==> config.mk <==
export PLATFORM = sky130hd
export DESIGN_NAME = su_ctrl
export DESIGN_NICKNAME = d
export VERILOG_FILES = /design/src/hdl/su_pkg.sv /design/src/hdl/su_ctrl.sv
export SDC_FILE = /design/constraint.sdc
export NUM_CORES = 1
export LEC_CHECK = 0
export BUFFER_PORTS_ARGS = -buffer_cell sky130_fd_sc_hd__clkbuf_2
export CORE_ASPECT_RATIO = 1.1
export CORE_MARGIN = 5
export CORE_UTILIZATION = 58
export CTS_CLUSTER_DIAMETER = 200
export DETAILED_ROUTE_END_ITERATION = 16
export PLACE_DENSITY = 0.92
export RECOVER_POWER = 50
export SYNTH_ARGS = -nofsm -noshare
export SYNTH_HDL_FRONTEND = slang
export SYNTH_SLANG_ARGS = --single-unit
==> constraint.sdc <==
create_clock -name i_clk -period 5 [get_ports i_clk]
set_input_delay 1 -clock i_clk [delete_from_list [all_inputs] [get_ports i_clk]]
set_output_delay 1 -clock i_clk [all_outputs]
set_load 0.05 [all_outputs]
==> src/hdl/su_pkg.sv <==
// ----------------------------------------------------------------------------
// su_pkg: shared types and constants of the scanline unfilter
// Filter type codes, register indexes, field widths and the tag that
// travels with each data byte from the control unit to the datapath.
// ----------------------------------------------------------------------------
package su_pkg;

    localparam int MAX_ROW_BYTES   = 8192;
    localparam int MAX_PIXEL_BYTES = 8;
    localparam int COL_W           = $clog2(MAX_ROW_BYTES);
    localparam int WIN_IDX_W       = $clog2(MAX_PIXEL_BYTES);
    localparam int BPP_W           = 4;
    localparam int RB_W            = 14;
    localparam int ROWS_W          = 16;
    localparam int CFG_DATA_W      = 16;
    localparam int CFG_IDX_W       = 2;

    // filter type codes as they appear in the stream
    typedef enum logic [2:0] {
        FLT_NONE  = 3'd0,
        FLT_SUB   = 3'd1,
        FLT_UP    = 3'd2,
        FLT_AVG   = 3'd3,
        FLT_PAETH = 3'd4
    } t_filter;

    // configuration register indexes
    localparam logic [CFG_IDX_W-1:0] REG_BPP  = 2'd0;
    localparam logic [CFG_IDX_W-1:0] REG_RB   = 2'd1;
    localparam logic [CFG_IDX_W-1:0] REG_ROWS = 2'd2;

    // per data byte control tag
    typedef struct packed {
        logic [COL_W-1:0] col;
        t_filter          filter;
        logic             first_row;
        logic             row_end;
        logic             image_end;
        logic             err;
    } t_tag;

endpackage

==> src/hdl/su_ctrl.sv <==
// ----------------------------------------------------------------------------
// su_ctrl: stream control and configuration registers
// Tracks filter type bytes, column and row counts, the first row and the
// sticky error, and tags each accepted data byte for the datapath.
// ----------------------------------------------------------------------------
module su_ctrl
    import su_pkg::*;
(
    input  logic                  i_clk,
    input  logic                  i_rst_n,
    input  logic                  i_cfg_valid,
    input  logic [CFG_IDX_W-1:0]  i_cfg_index,
    input  logic [CFG_DATA_W-1:0] i_cfg_data,
    input  logic                  i_accept,
    input  logic [7:0]            i_byte,
    output logic                  o_data_accept,
    output t_tag                  o_tag,
    output logic [BPP_W-1:0]      o_bpp,
    output logic [WIN_IDX_W-1:0]  o_bpp_idx
);

    logic [BPP_W-1:0]  r_bpp;
    logic [RB_W-1:0]   r_rb;
    logic [ROWS_W-1:0] r_rows;
    logic [COL_W-1:0]  r_col;
    logic [ROWS_W-1:0] r_row;
    t_filter           r_filter;
    logic              r_awaiting;
    logic              r_first;
    logic              r_error;

    logic [BPP_W-1:0]  bpp_eff;
    logic [RB_W-1:0]   rb_eff;
    logic [ROWS_W-1:0] rows_eff;
    logic              row_end;
    logic              image_end;

    // effective register values
    always_comb begin
        if (r_bpp == '0) begin
            bpp_eff = BPP_W'(1);
        end else if (r_bpp > BPP_W'(MAX_PIXEL_BYTES)) begin
            bpp_eff = BPP_W'(MAX_PIXEL_BYTES);
        end else begin
            bpp_eff = r_bpp;
        end
        if (r_rb == '0) begin
            rb_eff = RB_W'(1);
        end else if (r_rb > RB_W'(MAX_ROW_BYTES)) begin
            rb_eff = RB_W'(MAX_ROW_BYTES);
        end else begin
            rb_eff = r_rb;
        end
        rows_eff = (r_rows == '0) ? ROWS_W'(1) : r_rows;
    end

    assign row_end       = (RB_W'(r_col) + RB_W'(1)) >= rb_eff;
    assign image_end     = row_end
                           && ((17'(r_row) + 17'd1) >= 17'(rows_eff));
    assign o_data_accept = i_accept && !r_awaiting;
    assign o_bpp         = bpp_eff;
    assign o_bpp_idx     = WIN_IDX_W'(bpp_eff - BPP_W'(1));

    // tag for the byte being accepted
    always_comb begin
        o_tag.col       = r_col;
        o_tag.filter    = r_filter;
        o_tag.first_row = r_first;
        o_tag.row_end   = row_end;
        o_tag.image_end = image_end;
        o_tag.err       = r_error;
    end

    // configuration writes
    always_ff @(posedge i_clk) begin
        if (!i_rst_n) begin
            r_bpp  <= BPP_W'(1);
            r_rb   <= RB_W'(1);
            r_rows <= ROWS_W'(1);
        end else if (i_cfg_valid) begin
            case (i_cfg_index)
                REG_BPP:  r_bpp  <= i_cfg_data[BPP_W-1:0];
                REG_RB:   r_rb   <= i_cfg_data[RB_W-1:0];
                REG_ROWS: r_rows <= i_cfg_data[ROWS_W-1:0];
                default:  ;
            endcase
        end
    end

    // stream position and filter type
    always_ff @(posedge i_clk) begin
        if (!i_rst_n) begin
            r_col      <= '0;
            r_row      <= '0;
            r_filter   <= FLT_NONE;
            r_awaiting <= 1'b1;
            r_first    <= 1'b1;
            r_error    <= 1'b0;
        end else if (i_accept) begin
            if (r_awaiting) begin
                if (i_byte > 8'(FLT_PAETH)) begin
                    r_error  <= 1'b1;
                    r_filter <= FLT_NONE;
                end else begin
                    r_filter <= t_filter'(i_byte[2:0]);
                end
                r_awaiting <= 1'b0;
            end else if (row_end) begin
                r_col      <= '0;
                r_awaiting <= 1'b1;
                if (image_end) begin
                    r_row   <= '0;
                    r_first <= 1'b1;
                end else begin
                    r_row   <= r_row + ROWS_W'(1);
                    r_first <= 1'b0;
                end
            end else begin
                r_col <= r_col + COL_W'(1);
            end
        end
    end

endmodule

==> results.py <==
metrics = {
    "run_status": {
        "run_status": "finished, violations left",
        "failed_checks": "max-capacitance violations, max-slew violations",
    },
    "power": {
        "cellPowerDensity_nw_per_um2": 272,
        "intPower_uw": 857,
        "seq_power_share": 0.459,
        "power_dissipated_by_switching_net_loads_uw": 397,
        "peakVddDrop_uv": 222,
        "finalPower_mw": 1.25,
        "net_sw_frac": 0.317,
        "comb_power_share": 0.162,
        "total_leakage_power_nw": 1.92,
        "pwr-share-clk": 0.379,
    },
    "global_routing": {
        "grt_start_max_net_pins": 42,
        "vias_in_the_first_global_route": 3849,
        "grt_antenna_before_repair": 0,
        "grt_pass1_wl_mm": 18.0,
        "grt_use_total": 0.242,
        "gr-total-overflow": 0,
    },
    "yosys": {
        "synthesis.yosys.warnings": 0,
        "synthCells": 535,
        "syn-cell-area_um2": 4160,
        "yosysSeqAreaShare": 0.332,
        "synthArstFlopShare": 0,
        "synthesis.nets": 598,
        "synth_top_area_cell": "sky130_fd_sc_hd__dfxtp_1",
        "yosys_most_used_dff": "sky130_fd_sc_hd__dfxtp_1",
        "post-synth-top-area-fraction": 0.332,
        "synth.top_cells.by_area": "sky130_fd_sc_hd__dfxtp_1, sky130_fd_sc_hd__ha_1, sky130_fd_sc_hd__nand2_1, sky130_fd_sc_hd__a21oi_1, sky130_fd_sc_hd__nand3_1",
        "synth.ff_latch_count": 69,
        "post_synth_num_cell_types": 60,
        "post_synth.cell_area_avg_um2": 7.78,
        "synth_edf_count": 0,
    },
    "finish": {
        "finish.net_count": 639,
        "n_antenna_cell": 0,
        "layout_commonest_cell": "sky130_fd_sc_hd__nand2_1",
        "area_growth_pct": 10.8,
        "utilization": 0.658,
        "fraction_of_final_layout_cells_sized_beyond_drive_strength_1": 0.108,
        "mostFrequentLayoutCells": "sky130_fd_sc_hd__nand2_1, sky130_fd_sc_hd__dfxtp_1, sky130_fd_sc_hd__a21oi_1, sky130_fd_sc_hd__ha_1, sky130_fd_sc_hd__clkbuf_2",
        "fillers": 561,
        "layoutNonFillerInstCount": 666,
    },
    "clocking": {
        "post_cts_resize_count": 0,
        "worst_setup_hold_path_clk_slew_ns": 0.08,
        "clk-insertion-delay-late_ns": 0.36,
        "cts_setup_buffers": 0,
        "cts.sinks": 69,
        "clockBufferDepth": 2,
        "cts-root-buf": "sky130_fd_sc_hd__clkbuf_8",
        "tritoncts": "yes",
        "h-tree-depth": 3,
        "cts_made_buffers": 9,
        "hold_fix_buffers_cts": 0,
    },
    "sta": {
        "setup_violators_final": 0,
        "worst-slew-pin-transition_ns": 1.90,
        "final_period_minus_worst_setup_slack_ns": 4.64,
        "slew_headroom": -0.269,
        "grt_setup_unrepaired": "no",
        "clock.fmax_ghz": 0.215,
        "fin_setup_tns_ns": 0,
        "final_min_period_over_clock_period": 0.928,
        "hold_violations": 0,
        "finalClockSkew_ns": 0.0120,
        "timing.final.max_slew_violations": 42,
        "setup_ws_ns": 0.358,
    },
    "run": {
        "max_cap_viol_count": 1,
    },
    "setup_path": {
        "launching_element_of_the_worst_setup_path": "r_row[6]",
        "worst-path-max-fanout": 9,
        "setup.worst_path.class": "reg -> out",
        "critical_path.startpoint_type": "register",
        "timing.critical_path.required_ns": 4.00,
        "crit_path_end_kind": "output pin",
        "startpoint_of_the_lowest_slack_register_to_register_path": "r_col[0]",
        "timing.critical_path.arrival_ns": 3.64,
    },
    "floorplanning": {
        "initial_core_util": 0.594,
        "die_y_um": 98.8,
        "floorplan.die_area_um2": 8970,
        "core.rowCount": 32,
        "placeable_core_region_um2": 7010,
        "die_w_um": 90.8,
        "io-pin-count": 58,
    },
    "detailed_routing": {
        "avgViaCountPerCell": 6.00,
        "first_iter_violations": 312,
        "ant_nets": 0,
        "detail_route.wirelength_mm": 10.8,
        "drcViolationCount": 0,
        "wl_per_cell_um": 16.3,
        "drt_pre_antenna_iters": 5,
        "via_count": 3995,
    },
    "worst_hold_path": {
        "worst_min_path_class": "reg -> reg",
        "hold_path_startpoint": "r_error",
    },
    "placement": {
        "gp_weighted_congestion": 0.884,
        "detailedPlacementHpwl_mm": 7.66,
        "placement.setup.worst_slack_ns": 0.774,
        "place_inst": 650,
        "port_buffers": 57,
    },
}
logic make-up after synthesis:
| kind of cell | Yosys count | share of synthesized area |
|---|---|---|
| xor+xnor | 24 | 0.0505 |
| buf+inv | 56 | 0.0565 |
| mux | 4 | 0.00962 |
| flops | 69 | 0.332 |
| fa+ha+maj | 33 | 0.0992 |
| simple gates | 249 | 0.295 |
| compound gates | 100 | 0.158 |
critical path, cell delays in order (launching register included):
cell and delay [ns]:
sky130_fd_sc_hd__dfxtp_1 0.48, sky130_fd_sc_hd__nand4_2 0.16, sky130_fd_sc_hd__or4b_1 0.68, sky130_fd_sc_hd__nor2_1 0.17, sky130_fd_sc_hd__xor2_1 0.21, sky130_fd_sc_hd__ha_1 0.28
sky130_fd_sc_hd__a211oi_1 0.27, sky130_fd_sc_hd__nand2_1 0.09, sky130_fd_sc_hd__o221ai_1 0.16, sky130_fd_sc_hd__and3_1 0.19, sky130_fd_sc_hd__and2_0 0.12, sky130_fd_sc_hd__buf_4 0.17
sky130_fd_sc_hd__nor2_1 0.06, sky130_fd_sc_hd__clkbuf_2 0.25
metrics by stage:
step	hold WS [ns]	area, µm²
global placement	0.438	4440
finish	0.448	4610
floorplan	0.426	4160
CTS	0.449	4650
detailed placement	0.437	4440
global route	0.469	4610
layer usage:
metal / share of wire / GRT usage / vias up
li1: - / - / 1966
met1: 0.43 / 0.298 / 1851
met2: 0.48 / 0.401 / 150
met3: 0.066 / 0.0626 / 28
met4: 0.023 / 0.0951 / 0
met5: 0 / 0 / -
final timing paths:
path               endpoint  slack (ns)  cells past startpoint
hold / removal      r_error        0.45                      2
setup / recovery   o_tag[1]        0.36                     13
setup reg to reg  r_row[13]        1.31                     11
hold reg to reg     r_error        0.45                      2
registers in the layout (all words and copies together), names as in the netlist:
| register | flops |
|---|---|
| r_rb | 14 |
| r_filter | 3 |
| r_rows | 16 |
| r_first | 1 |
| r_error | 1 |
| r_row | 16 |
| r_col | 13 |
| r_awaiting | 1 |
| r_bpp | 4 |
power groups by stage:
stage / registers (mW) / logic, mW / clock network [mW]
floorplan: 0.591 / 0.145 / 0
global placement: 0.587 / 0.195 / 0
detailed placement: 0.588 / 0.200 / 0
CTS: 0.575 / 0.201 / 0.478
global route: 0.577 / 0.218 / 0.510
finish: 0.576 / 0.203 / 0.475
cell type report:
cell class	instances	area, µm²	share of cell area
repair buffers	61	280	0.0608
inverters	25	93.8	0.0204
flip-flops and latches	69	1380	0.300
clock buffers	9	124	0.0269
multi-input cells	410	2540	0.552
clock inverters	7	80.1	0.0174
well taps	85	106	0.0231
cell usage after synthesis (7+ instances only):
master,instances
sky130_fd_sc_hd__a21oi_1,51
sky130_fd_sc_hd__and3_1,21
sky130_fd_sc_hd__clkbuf_1,20
sky130_fd_sc_hd__dfxtp_1,69
sky130_fd_sc_hd__ha_1,33
sky130_fd_sc_hd__inv_1,23
sky130_fd_sc_hd__nand2_1,106
sky130_fd_sc_hd__nand3_1,30
sky130_fd_sc_hd__nand4_1,16
sky130_fd_sc_hd__nor2_1,27
sky130_fd_sc_hd__nor3_1,8
sky130_fd_sc_hd__nor4_1,7
sky130_fd_sc_hd__o21ai_0,10
sky130_fd_sc_hd__xnor2_1,13
sky130_fd_sc_hd__xor2_1,11
No activity file was read; power rests on OpenSTA's default activity.
