File: src/hdl/su_pkg.sv
// ----------------------------------------------------------------------------
// su_pkg: shared types and constants of the scanline unfilter
// Filter type codes, register indexes, field widths and the tag that
// travels with each data byte from the control unit to the datapath.
// ----------------------------------------------------------------------------
package su_pkg;

    localparam int MAX_ROW_BYTES   = 8192;
    localparam int MAX_PIXEL_BYTES = 8;
    localparam int COL_W           = $clog2(MAX_ROW_BYTES);
    localparam int WIN_IDX_W       = $clog2(MAX_PIXEL_BYTES);
    localparam int BPP_W           = 4;
    localparam int RB_W            = 14;
    localparam int ROWS_W          = 16;
    localparam int CFG_DATA_W      = 16;
    localparam int CFG_IDX_W       = 2;

    // filter type codes as they appear in the stream
    typedef enum logic [2:0] {
        FLT_NONE  = 3'd0,
        FLT_SUB   = 3'd1,
        FLT_UP    = 3'd2,
        FLT_AVG   = 3'd3,
        FLT_PAETH = 3'd4
    } t_filter;

    // configuration register indexes
    localparam logic [CFG_IDX_W-1:0] REG_BPP  = 2'd0;
    localparam logic [CFG_IDX_W-1:0] REG_RB   = 2'd1;
    localparam logic [CFG_IDX_W-1:0] REG_ROWS = 2'd2;

    // per data byte control tag
    typedef struct packed {
        logic [COL_W-1:0] col;
        t_filter          filter;
        logic             first_row;
        logic             row_end;
        logic             image_end;
        logic             err;
    } t_tag;

endpackage

File: src/hdl/su_recon.sv
// ----------------------------------------------------------------------------
// su_recon: reconstruction datapath
// Stage register for one data byte, neighbour windows, the None, Sub, Up,
// Average and Paeth predictors, and the output word register.
// ----------------------------------------------------------------------------
module su_recon
    import su_pkg::*;
(
    input  logic                 i_clk,
    input  logic                 i_rst_n,
    input  logic                 i_load,
    input  t_tag                 i_tag,
    input  logic [7:0]           i_byte,
    input  logic [7:0]           i_above,
    input  logic [BPP_W-1:0]     i_bpp,
    input  logic [WIN_IDX_W-1:0] i_bpp_idx,
    input  logic                 i_out_stall,
    output logic                 o_hold,
    output logic                 o_wr_en,
    output logic [COL_W-1:0]     o_wr_addr,
    output logic [7:0]           o_wr_data,
    output logic                 o_valid,
    output logic [7:0]           o_pixel_byte,
    output logic                 o_status,
    output logic                 o_row_end,
    output logic                 o_image_end
);

    logic       r_s1_valid;
    t_tag       r_tag;
    logic [7:0] r_byte;
    logic [7:0] r_left [MAX_PIXEL_BYTES];
    logic [7:0] r_ul   [MAX_PIXEL_BYTES];
    logic       r_out_valid;
    logic [7:0] r_out_byte;
    logic       r_out_status;
    logic       r_out_row_end;
    logic       r_out_image_end;

    logic       s1_adv;
    logic       step;
    logic       has_left;
    logic [7:0] above;
    logic [7:0] left;
    logic [7:0] ul;
    logic [8:0] avg_sum;
    logic [7:0] pred;
    logic [7:0] recon;

    function automatic logic [7:0] paeth_pick(input logic [7:0] a, input logic [7:0] b,
                                              input logic [7:0] c);
        logic signed [9:0] da;
        logic signed [9:0] db;
        logic signed [9:0] dc;
        logic [9:0]        pa;
        logic [9:0]        pb;
        logic [9:0]        pc;
        logic [7:0]        pick;
        da = $signed({2'b00, b}) - $signed({2'b00, c});
        db = $signed({2'b00, a}) - $signed({2'b00, c});
        dc = $signed({2'b00, a}) + $signed({2'b00, b}) - $signed({1'b0, c, 1'b0});
        pa = da[9] ? 10'(-da) : 10'(da);
        pb = db[9] ? 10'(-db) : 10'(db);
        pc = dc[9] ? 10'(-dc) : 10'(dc);
        if (pa <= pb && pa <= pc) begin
            pick = a;
        end else if (pb <= pc) begin
            pick = b;
        end else begin
            pick = c;
        end
        return pick;
    endfunction

    // pipeline flow
    assign s1_adv = !r_out_valid || !i_out_stall;
    assign o_hold = r_s1_valid && !s1_adv;
    assign step   = r_s1_valid && s1_adv;

    // neighbours, zero inside the first pixel and above the first row
    assign above    = r_tag.first_row ? 8'd0 : i_above;
    assign has_left = r_tag.col >= COL_W'(i_bpp);
    assign left     = has_left ? r_left[i_bpp_idx] : 8'd0;
    assign ul       = has_left ? r_ul[i_bpp_idx] : 8'd0;
    assign avg_sum  = {1'b0, left} + {1'b0, above};

    // predictor select
    always_comb begin
        case (r_tag.filter)
            FLT_SUB:   pred = left;
            FLT_UP:    pred = above;
            FLT_AVG:   pred = avg_sum[8:1];
            FLT_PAETH: pred = paeth_pick(left, above, ul);
            default:   pred = 8'd0;
        endcase
    end

    assign recon = r_byte + pred;

    // line store write back
    assign o_wr_en   = step;
    assign o_wr_addr = r_tag.col;
    assign o_wr_data = recon;

    // stage valid
    always_ff @(posedge i_clk) begin
        if (!i_rst_n) begin
            r_s1_valid <= 1'b0;
        end else if (!o_hold) begin
            r_s1_valid <= i_load;
        end
    end

    // stage payload
    always_ff @(posedge i_clk) begin
        if (i_load) begin
            r_tag  <= i_tag;
            r_byte <= i_byte;
        end
    end

    // left and upper-left windows
    always_ff @(posedge i_clk) begin
        if (!i_rst_n) begin
            for (int i = 0; i < MAX_PIXEL_BYTES; i++) begin
                r_left[i] <= 8'd0;
                r_ul[i]   <= 8'd0;
            end
        end else if (step) begin
            for (int i = MAX_PIXEL_BYTES - 1; i > 0; i--) begin
                r_left[i] <= r_left[i-1];
                r_ul[i]   <= r_ul[i-1];
            end
            r_left[0] <= recon;
            r_ul[0]   <= above;
        end
    end

    // output word valid
    always_ff @(posedge i_clk) begin
        if (!i_rst_n) begin
            r_out_valid <= 1'b0;
        end else if (s1_adv) begin
            r_out_valid <= r_s1_valid;
        end
    end

    // output word payload
    always_ff @(posedge i_clk) begin
        if (step) begin
            r_out_byte      <= recon;
            r_out_status    <= r_tag.err;
            r_out_row_end   <= r_tag.row_end;
            r_out_image_end <= r_tag.image_end;
        end
    end

    assign o_valid      = r_out_valid;
    assign o_pixel_byte = r_out_byte;
    assign o_status     = r_out_status;
    assign o_row_end    = r_out_row_end;
    assign o_image_end  = r_out_image_end;

endmodule

File: config.mk
export PLATFORM = sky130hd
export DESIGN_NAME = su_recon
export DESIGN_NICKNAME = d
export VERILOG_FILES = /design/src/hdl/su_pkg.sv /design/src/hdl/su_recon.sv
export SDC_FILE = /design/constraint.sdc
export NUM_CORES = 1
export LEC_CHECK = 0
export BUFFER_PORTS_ARGS = -buffer_cell sky130_fd_sc_hd__buf_2
export CAP_MARGIN = 20
export CORE_MARGIN = 10
export CORE_UTILIZATION = 38
export CTS_BUF_LIST = sky130_fd_sc_hd__clkbuf_8 sky130_fd_sc_hd__clkbuf_16
export CTS_CLUSTER_SIZE = 14
export DETAILED_ROUTE_END_ITERATION = 10
export GPL_ROUTABILITY_DRIVEN = 0
export PLACE_DENSITY = 0.67
export SLEW_MARGIN = 20
export SYNTH_ARGS = -nofsm -noshare
export SYNTH_HDL_FRONTEND = slang
export SYNTH_SLANG_ARGS = --single-unit
File: constraint.sdc
create_clock -name i_clk -period 11.82 [get_ports i_clk]
set_input_delay 1.773 -clock i_clk [delete_from_list [all_inputs] [get_ports i_clk]]
set_output_delay 1.773 -clock i_clk [all_outputs]
set_load 0.1 [all_outputs]
==> results of run 1 <==
-- cells in the final DEF (no fill, tap or decap), types with 4 or more instances in the layout --
master,n
sky130_fd_sc_hd__edfxtp_1,167
sky130_fd_sc_hd__and2_1,122
sky130_fd_sc_hd__buf_2,77
sky130_fd_sc_hd__ha_1,73
sky130_fd_sc_hd__inv_1,62
sky130_fd_sc_hd__nor2_1,51
sky130_fd_sc_hd__a21oi_1,35
sky130_fd_sc_hd__mux4_2,32
sky130_fd_sc_hd__xnor2_1,28
sky130_fd_sc_hd__nand2_1,23
sky130_fd_sc_hd__o21ai_0,22
sky130_fd_sc_hd__mux2i_1,21
sky130_fd_sc_hd__buf_4,19
sky130_fd_sc_hd__a21o_1,18
sky130_fd_sc_hd__clkbuf_16,17
sky130_fd_sc_hd__nor2b_1,12
sky130_fd_sc_hd__nand3_1,11
sky130_fd_sc_hd__nand2b_1,11
sky130_fd_sc_hd__fa_1,11
sky130_fd_sc_hd__or2_2,10
sky130_fd_sc_hd__xor2_1,10
sky130_fd_sc_hd__o21a_1,8
sky130_fd_sc_hd__o21bai_1,8
sky130_fd_sc_hd__a221o_1,7
sky130_fd_sc_hd__buf_12,7
sky130_fd_sc_hd__nor3_1,6
sky130_fd_sc_hd__nor4_1,5
sky130_fd_sc_hd__nand4_1,5
sky130_fd_sc_hd__nor2_2,5
sky130_fd_sc_hd__and3_1,4
sky130_fd_sc_hd__or4_1,4
sky130_fd_sc_hd__nand3b_1,4
sky130_fd_sc_hd__a21oi_2,4
sky130_fd_sc_hd__conb_1,4
sky130_fd_sc_hd__inv_6,4
sky130_fd_sc_hd__clkinvlp_4,4
-- per-layer routing --
layer / wire [µm] / up-vias / GRT usage, %
met5: 18 / - / 0
met4: 364 / 2 / 4.03
met3: 2120 / 28 / 4.40
met2: 10900 / 246 / 20.1
met1: 11800 / 3545 / 19.6
li1: - / 3407 / -
-- sequential cells by signal (all words and copies together) (netlist names) --
signal        cells
o_valid           1
r_byte            8
o_row_end         1
r_left           64
o_wr_addr        13
o_pixel_byte      8
o_image_end       1
r_s1_valid        1
r_tag             7
o_status          1
r_ul             64
-- worst reg2reg max path: cells and delay by family, from the launching register on --
| family | cells | cell delay (ns) |
|---|---|---|
| AO/OA/AOI/OAI | 17 | 3.22 |
| AND/OR/NAND/NOR | 15 | 2.10 |
| adder cells (fa/ha/maj) | 5 | 1.34 |
| buffers and inverters | 5 | 0.46 |
| XOR/XNOR | 2 | 0.43 |
| flip-flops | 1 | 0.40 |
-- cells by family (layout without fill, tap and decap cells) --
kind of cell    after synthesis  count (layout)  synth area share, %
xor+xnor                     44              44                 4.01
other cells                   2               4               0.0702
fa+ha+maj                    84              84                 10.6
simple gates                291             291                 15.2
buf+inv                     104             198                 4.13
mux                          56              56                 9.05
compound gates              143             143                 9.63
flops                       169             169                 47.3
-- final cells by class --
cell class / instances / area, µm² / area share, %
clock buffer: 17 / 425 / 3.45
tap: 378 / 473 / 3.84
timing repair buffer: 105 / 691 / 5.61
clock inverter: 15 / 145 / 1.18
multi-input combinational: 622 / 5300 / 43.0
sequential: 169 / 5050 / 41.1
inverter: 61 / 229 / 1.86
-- worst paths after layout --
check | from | endpoint | slack (ns) | cells past startpoint
max | i_bpp[0] | o_wr_data[7] | 0.43 | 44
min | r_tag[2] | o_row_end | 0.43 | 0
max reg2reg | o_wr_addr[0] | o_pixel_byte[7] | 3.61 | 44
min reg2reg | r_tag[2] | o_row_end | 0.43 | 0
-- stage by stage --
stage | hold slack [ns] | power, mW | util [%] | worst slack [ns]
finish | 0.429 | 2.53 | 44.3 | 0.429
global route | 0.438 | 2.68 | 44.3 | -0.0462
CTS | 0.430 | 2.51 | 44.0 | 0.0883
detailed placement | 0.411 | 1.96 | 41.9 | 0.151
global placement | 0.404 | 1.95 | 41.9 | 0.336
floorplan | 0.400 | 1.65 | - | -0.389
-- timing repair --
item | 4_1_cts | 5_1_grt
buffers inserted | 0 | 2
gates resized for setup | 0 | 19
endpoints found under the setup margin | 0 | 1
-- power breakdown --
part | internal, mW | switching (mW) | total [mW]
logic | 0.496 | 0.759 | 1.25
registers | 0.709 | 0.0211 | 0.730
clock network | 0.295 | 0.256 | 0.551
total | 1.50 | 1.04 | 2.53
==> run summary, run 1 <==
The clock tree synthesis step divided the H-tree into 4 levels. The clock reaches the later pin of the worst-skew pair after 0.43 ns. The routed wire length per instance is 18.5 µm. Synthesis produced 893 cells. The mean instance size in the synthesized netlist was 12.0 µm². STA classifies the critical path endpoint as an output port. The biggest fanout along the worst timing path came out at 8. The first global-routing pass estimated 39.2 mm of wire. Summing every instance area after synthesis gives 0.0107 mm². 82 I/O pins were placed. In the routed layout, each cell is associated on average with a via count of 5.29.

Of all cell types, the one taking the most synthesized area is sky130_fd_sc_hd__edfxtp_1. The synthesized netlist contains 76 unique library cells. The post-route cell area was 0.0123 mm². The tree is rooted in a sky130_fd_sc_hd__clkbuf_16. Sorting the synthesized cells by area gives the leading types as sky130_fd_sc_hd__edfxtp_1 47%, sky130_fd_sc_hd__ha_1 8.5%, sky130_fd_sc_hd__and2_1 7.1%, sky130_fd_sc_hd__mux4_2 6.7%, sky130_fd_sc_hd__xnor2_1 2.4%.

The minimum clock period was 11.39 ns; the cts-stage hold buffer count was 0. The number of sinks on the clock net is 169, and the DRC violation total after the first TritonRoute iteration is 673. The number of clock buffers added by TritonCTS is 17.

The run gives 0.174 mV as the worst ir drop on vdd. In the final timing run, aggregate negative setup slack is 0 ns. The tool flagged a number of max-cap violations equal to 0.

Leakage component of the power: 5.11 nW. The flow ran to the end, and the final reports show no timing, DRC or antenna violations. The worst setup path is launched from an input pin. The critical path contains buffers and inverters numbering 6 combined.

The final hold violation count came out at 0. The overall overflow remaining after global route is 0, and the count of placed standard cells including taps is 1,332. For the worst slew slack as a fraction of its limit, the log shows 34.4%. For the pin with the worst max-slew slack, the measured transition is 0.984 ns.

Derived from the worst setup path, the maximum achievable clock frequency is 87.8 MHz. Global routing consumed, over all layers together, 13.9% of the routing resources. The fraction of final layout cells sized beyond drive strength 1 works out to 21.4%. The register bit count reported by yosys is 169, and the number of antenna violations at the first check in global routing is 1. The area of the die is 0.0352 mm², and the clock slew seen by the registers of the worst setup and hold paths is 0.07 ns. The count of vias placed by the detailed router was 7,228; the area share of the leading cell type in the synthesized netlist was 46.9%.

Path class of the lowest-slack min-delay path: register to register. The die boundary width is 188 µm, and the non-filler instance count after layout is 1,367. The logs give 0 for the number of endpoints failing setup at the final stage and 2 for the maximum clock insertion buffer count. The async set or reset register ratio after synthesis is 0%, and the data arrival time of the critical path is 9.62 ns.

Entering global routing, the biggest net connects 120 pins. The final critical-path share of the clock period was 96.4%. The maximum cell stage delay along the critical path came out at 0.40 ns. On the critical path the largest part of the delay comes from compound AO/OA/AOI/OAI gates.

For this design, the slowest cell found on the critical path is sky130_fd_sc_hd__fa_1. The tools report the required arrival time at the worst endpoint as 10.05 ns. For this run, the post-layout net count is 1,107. The commonest cells after synthesis are 167 x sky130_fd_sc_hd__edfxtp_1, 122 x sky130_fd_sc_hd__and2_1, 73 x sky130_fd_sc_hd__ha_1. Cell with the most instances on the worst path: sky130_fd_sc_hd__ha_1. On the final layout, the worst clock skew is 0.0156 ns. For the total wirelength of the detailed-routed design, the log shows 25.3 mm. Once placement finished, the instance area stood at 0.0116 mm². The number of antenna diodes in the final layout is 0.

Dividing total power by cell area gives a power density of 206 mW/mm². In this run, synthesis inferred 167 flip-flops with an integrated enable. The area added between synthesis and finish came out at 15.2%. The start-to-end type of the worst setup path is input pin to output port. TritonCTS built the clock tree. For this configuration, the core starts out at a cell density of 38.5%. The detail route stage leaves a number of antenna-violating nets equal to 0. The region available for standard cell placement spans 0.0278 mm². The filler cells instantiated in the layout total 2,577. The number of max-slew violations in the final report was 0; the sequential element share of the synthesized area was 47.3%.

Yosys instantiated no cell more often than sky130_fd_sc_hd__edfxtp_1. For the sum of net half-perimeters after detailed placement, the log shows 18.2 mm. Number of global-route vias before repair: 7,007. The predominant post-synthesis flop cell was sky130_fd_sc_hd__edfxtp_1. The floorplan step set the die height to 188 µm. The residual DRC count is 0. Count of port buffers added during placement: 81. Row generation in the floorplan step produced 61 rows. Before antenna repair, the detailed router went through 5 iterations. For this run, the number of Yosys warnings is 0.
No activity file was read; power rests on OpenSTA's default activity.
==> run 2, diff against run 1 <==
--- a/config.mk
+++ b/config.mk
@@ -13,7 +13,7 @@
 export CTS_CLUSTER_SIZE = 14
 export DETAILED_ROUTE_END_ITERATION = 10
 export GPL_ROUTABILITY_DRIVEN = 0
-export PLACE_DENSITY = 0.67
+export PLACE_DENSITY = 0.65
 export SLEW_MARGIN = 20
 export SYNTH_ARGS = -nofsm -noshare
 export SYNTH_HDL_FRONTEND = slang
==> constraint.sdc (replaced) <==
create_clock -name i_clk -period 12.3 [get_ports i_clk]
set_input_delay 1.845 -clock i_clk [delete_from_list [all_inputs] [get_ports i_clk]]
set_output_delay 1.845 -clock i_clk [all_outputs]
set_load 0.1 [all_outputs]
==> run summary, run 2 (synthesis gave the netlist of run 1 again) <==
The share of total power dissipated in sequential elements is 29.3%. In the final layout, the share of cells above drive strength 1 is 20.1%. The path depth of the worst reg2reg path is 36, and the sum of net half-perimeters after detailed placement is 18.6 mm. The run gives 0 as the final hold violation count. The ratio of total power to cell area was 196 mW/mm²; the biggest fanout along the worst timing path was 16. The share of total power dissipated in the clock network is 21.9%. Leakage component of the power: 5.05 nW. Derived from the worst setup path, the maximum achievable clock frequency is 84.3 MHz.

The worst setup path is launched from an input pin. The number of hold buffers added after CTS was 0. Number of sinks on the clock net: 169. In this run, CTS created clock tree buffers numbering 17. TritonCTS built the clock tree. Clock-pin slew was measured on the worst setup and hold paths at 0.07 ns. In this design, the stage delay of the slowest critical-path cell is 0.52 ns.

The count of vias placed by the detailed router is 7,160. The clock network latency to the later pin of the worst-skew pair is 0.43 ns, and the area taken by flip-flops and latches is 0.00505 mm². Via-per-instance ratio: 5.27. The worst setup path is captured at an output port.

For this configuration, the core starts out at a cell density of 38.5%. Entering global routing, the biggest net connects 120 pins. The area added between synthesis and finish is 14.2%, and the number of endpoints failing setup at the final stage is 0. The tools report the level count of the clock H-tree as 4.

The net count of the finished layout is 1,098. The floorplan has 61 rows. Measured against its own limit, the worst slew margin works out to 29.7%. The area of the multi-input gates came out at 0.00528 mm². The share of total power consumed by net switching was 41.5%; the total wirelength of the detailed-routed design was 25.1 mm. The logs give 0 for the number of max-slew violations in the final report and 0 for the number of antenna violations at the first check in global routing.

The die covers 0.0352 mm². For the worst setup path, the data required time is 10.45 ns. For the number of detailed-route iterations in the first pass, the log shows 5. The tightest min-delay check is of the register to register type.

For flop-to-flop paths, the worst setup slack is 3.81 ns. Wire segments on met2 add up to 11.2 mm in the final route. Once layout is complete, the utilization of the core stands at 44.0%. In this run the tool buffered the top-level ports with 81 buffer cells.

Uppermost metal layer occupied by signal nets: met4. The number of primary I/O pins is 82, and the internal power consumption is 1.40 mW. Number of global-route vias before repair: 7,376. The logs give 1,326 for the count of placed standard cells including taps and 48.8% for the combinational fraction of design power. For this block, wires on met1 add up to 11.6 mm. Excluding fillers, the count of instances in the completed layout stands at 1,358. The cell at the slowest stage of the critical path was sky130_fd_sc_hd__or4_1. For the worst ir drop on vdd, the log shows 0.193 mV.

The residual DRC count was 0; the total met3 wirelength after detailed routing was 1.90 mm. The capture instance of the worst register-to-register path is o_pixel_byte[7]. Data on the critical path arrives at its endpoint at 10.02 ns.

In this run the vertical extent of the chip is 188 µm. Once detail routing completed, the nets flagged for antenna violations numbered 0. The library cells used most frequently in the layout, excluding fill and tap cells, are 167 x sky130_fd_sc_hd__edfxtp_1, 122 x sky130_fd_sc_hd__and2_1, 77 x sky130_fd_sc_hd__buf_2, 73 x sky130_fd_sc_hd__ha_1, 61 x sky130_fd_sc_hd__inv_1. The core region is 0.0278 mm². The final critical-path share of the clock period was 96.5%; the worst clock skew was 0.0104 ns.

For the pin with the worst max-slew slack, the measured transition is 1.05 ns. The instance count along the most critical hold path is 0. Leaving out fill and tap cells, the most frequent cell in the layout is sky130_fd_sc_hd__edfxtp_1. The tools report the start point of the worst hold path as r_tag[1].

Across every metal layer, demand over resource in global routing totals 14.3%. Summed over all nets, the switching power comes to 0.993 mW. The first global-routing pass estimated 40.4 mm of wire.

The minimum clock period came out at 11.87 ns. The run finished with clean final reports. Max-cap violations in this run came to 0.

For this run the aggregate overflow at the end of global routing stands at 0. After filler insertion, the fill cell instance count of the layout stands at 2,578. The launching point of the worst reg2reg path was o_wr_addr[0]. The setup path with the least slack is of type input pin to output port. For this block, the initial DRC count from the detailed router was 573.

The maximum clock insertion buffer count is 2, and the die boundary width is 188 µm. In the final routed layout, each cell accounts on average for 18.5 µm. The endpoint with the worst hold slack was o_image_end. The tree is rooted in a sky130_fd_sc_hd__clkbuf_16. The antenna diode instance count is 0.
run 2: timing repair:
item                                    in CTS  in global routing
resized for setup                            0                 14
buffers inserted                             0                  0
endpoints found under the setup margin       0                  1
run 2: worst max-delay path by stage:
stage / start / to / slack [ns] / cells past startpoint
after floorplan: i_bpp_idx[0] / o_wr_data[5] / -0.05 / 29
after global placement: i_bpp[0] / o_wr_data[7] / 0.28 / 37
after detailed placement: i_bpp[0] / o_wr_data[7] / 0.18 / 37
after CTS: i_bpp[0] / o_wr_data[7] / 0.15 / 37
after global routing: i_bpp_idx[0] / o_wr_data[7] / -0.02 / 40
final: i_bpp[0] / o_wr_data[7] / 0.43 / 37
run 2: power by group through the flow:
stage,sequential [mW],combinational [mW],clock (mW)
2_1_floorplan,0.740,0.847,0
3_3_place_gp,0.712,1.14,0
3_5_place_dp,0.713,1.15,0
4_1_cts,0.701,1.16,0.535
5_1_grt,0.706,1.29,0.556
6_report,0.701,1.17,0.525
run 2: per-stage QoR:
stage	cell area, µm²	setup TNS [ns]	setup WS, ns	power, mW	hold slack, ns
CTS	12100	0	0.148	2.40	0.434
floorplan	10700	-0.0526	-0.0526	1.59	0.400
global route	12200	-0.0220	-0.0220	2.55	0.445
finish	12200	0	0.431	2.40	0.432
detailed placement	11600	0	0.180	1.87	0.417
global placement	11600	0	0.282	1.85	0.404
run 2: critical path, delay by kind of cell:
family	cells	cell delay (ns)
fa+ha+maj	5	1.58
simple gates	13	2.81
xor+xnor	2	0.37
compound gates	13	2.51
buf+inv	3	0.49
mux	1	0.36
run 2: routing by layer:
layer / global-route usage (%) / vias to the layer above
met4: 3.48 / 0
met3: 4.64 / 31
li1: - / 3397
met2: 21.7 / 228
met5: 0 / -
met1: 19.2 / 3504
run 2: cell type report:
type,instances,area share (%)
tap,378,3.87
timing repair buffer,96,4.90
sequential,169,41.4
clock inverter,15,1.26
multi-input combinational,622,43.2
inverter,61,1.88
clock buffer,17,3.48
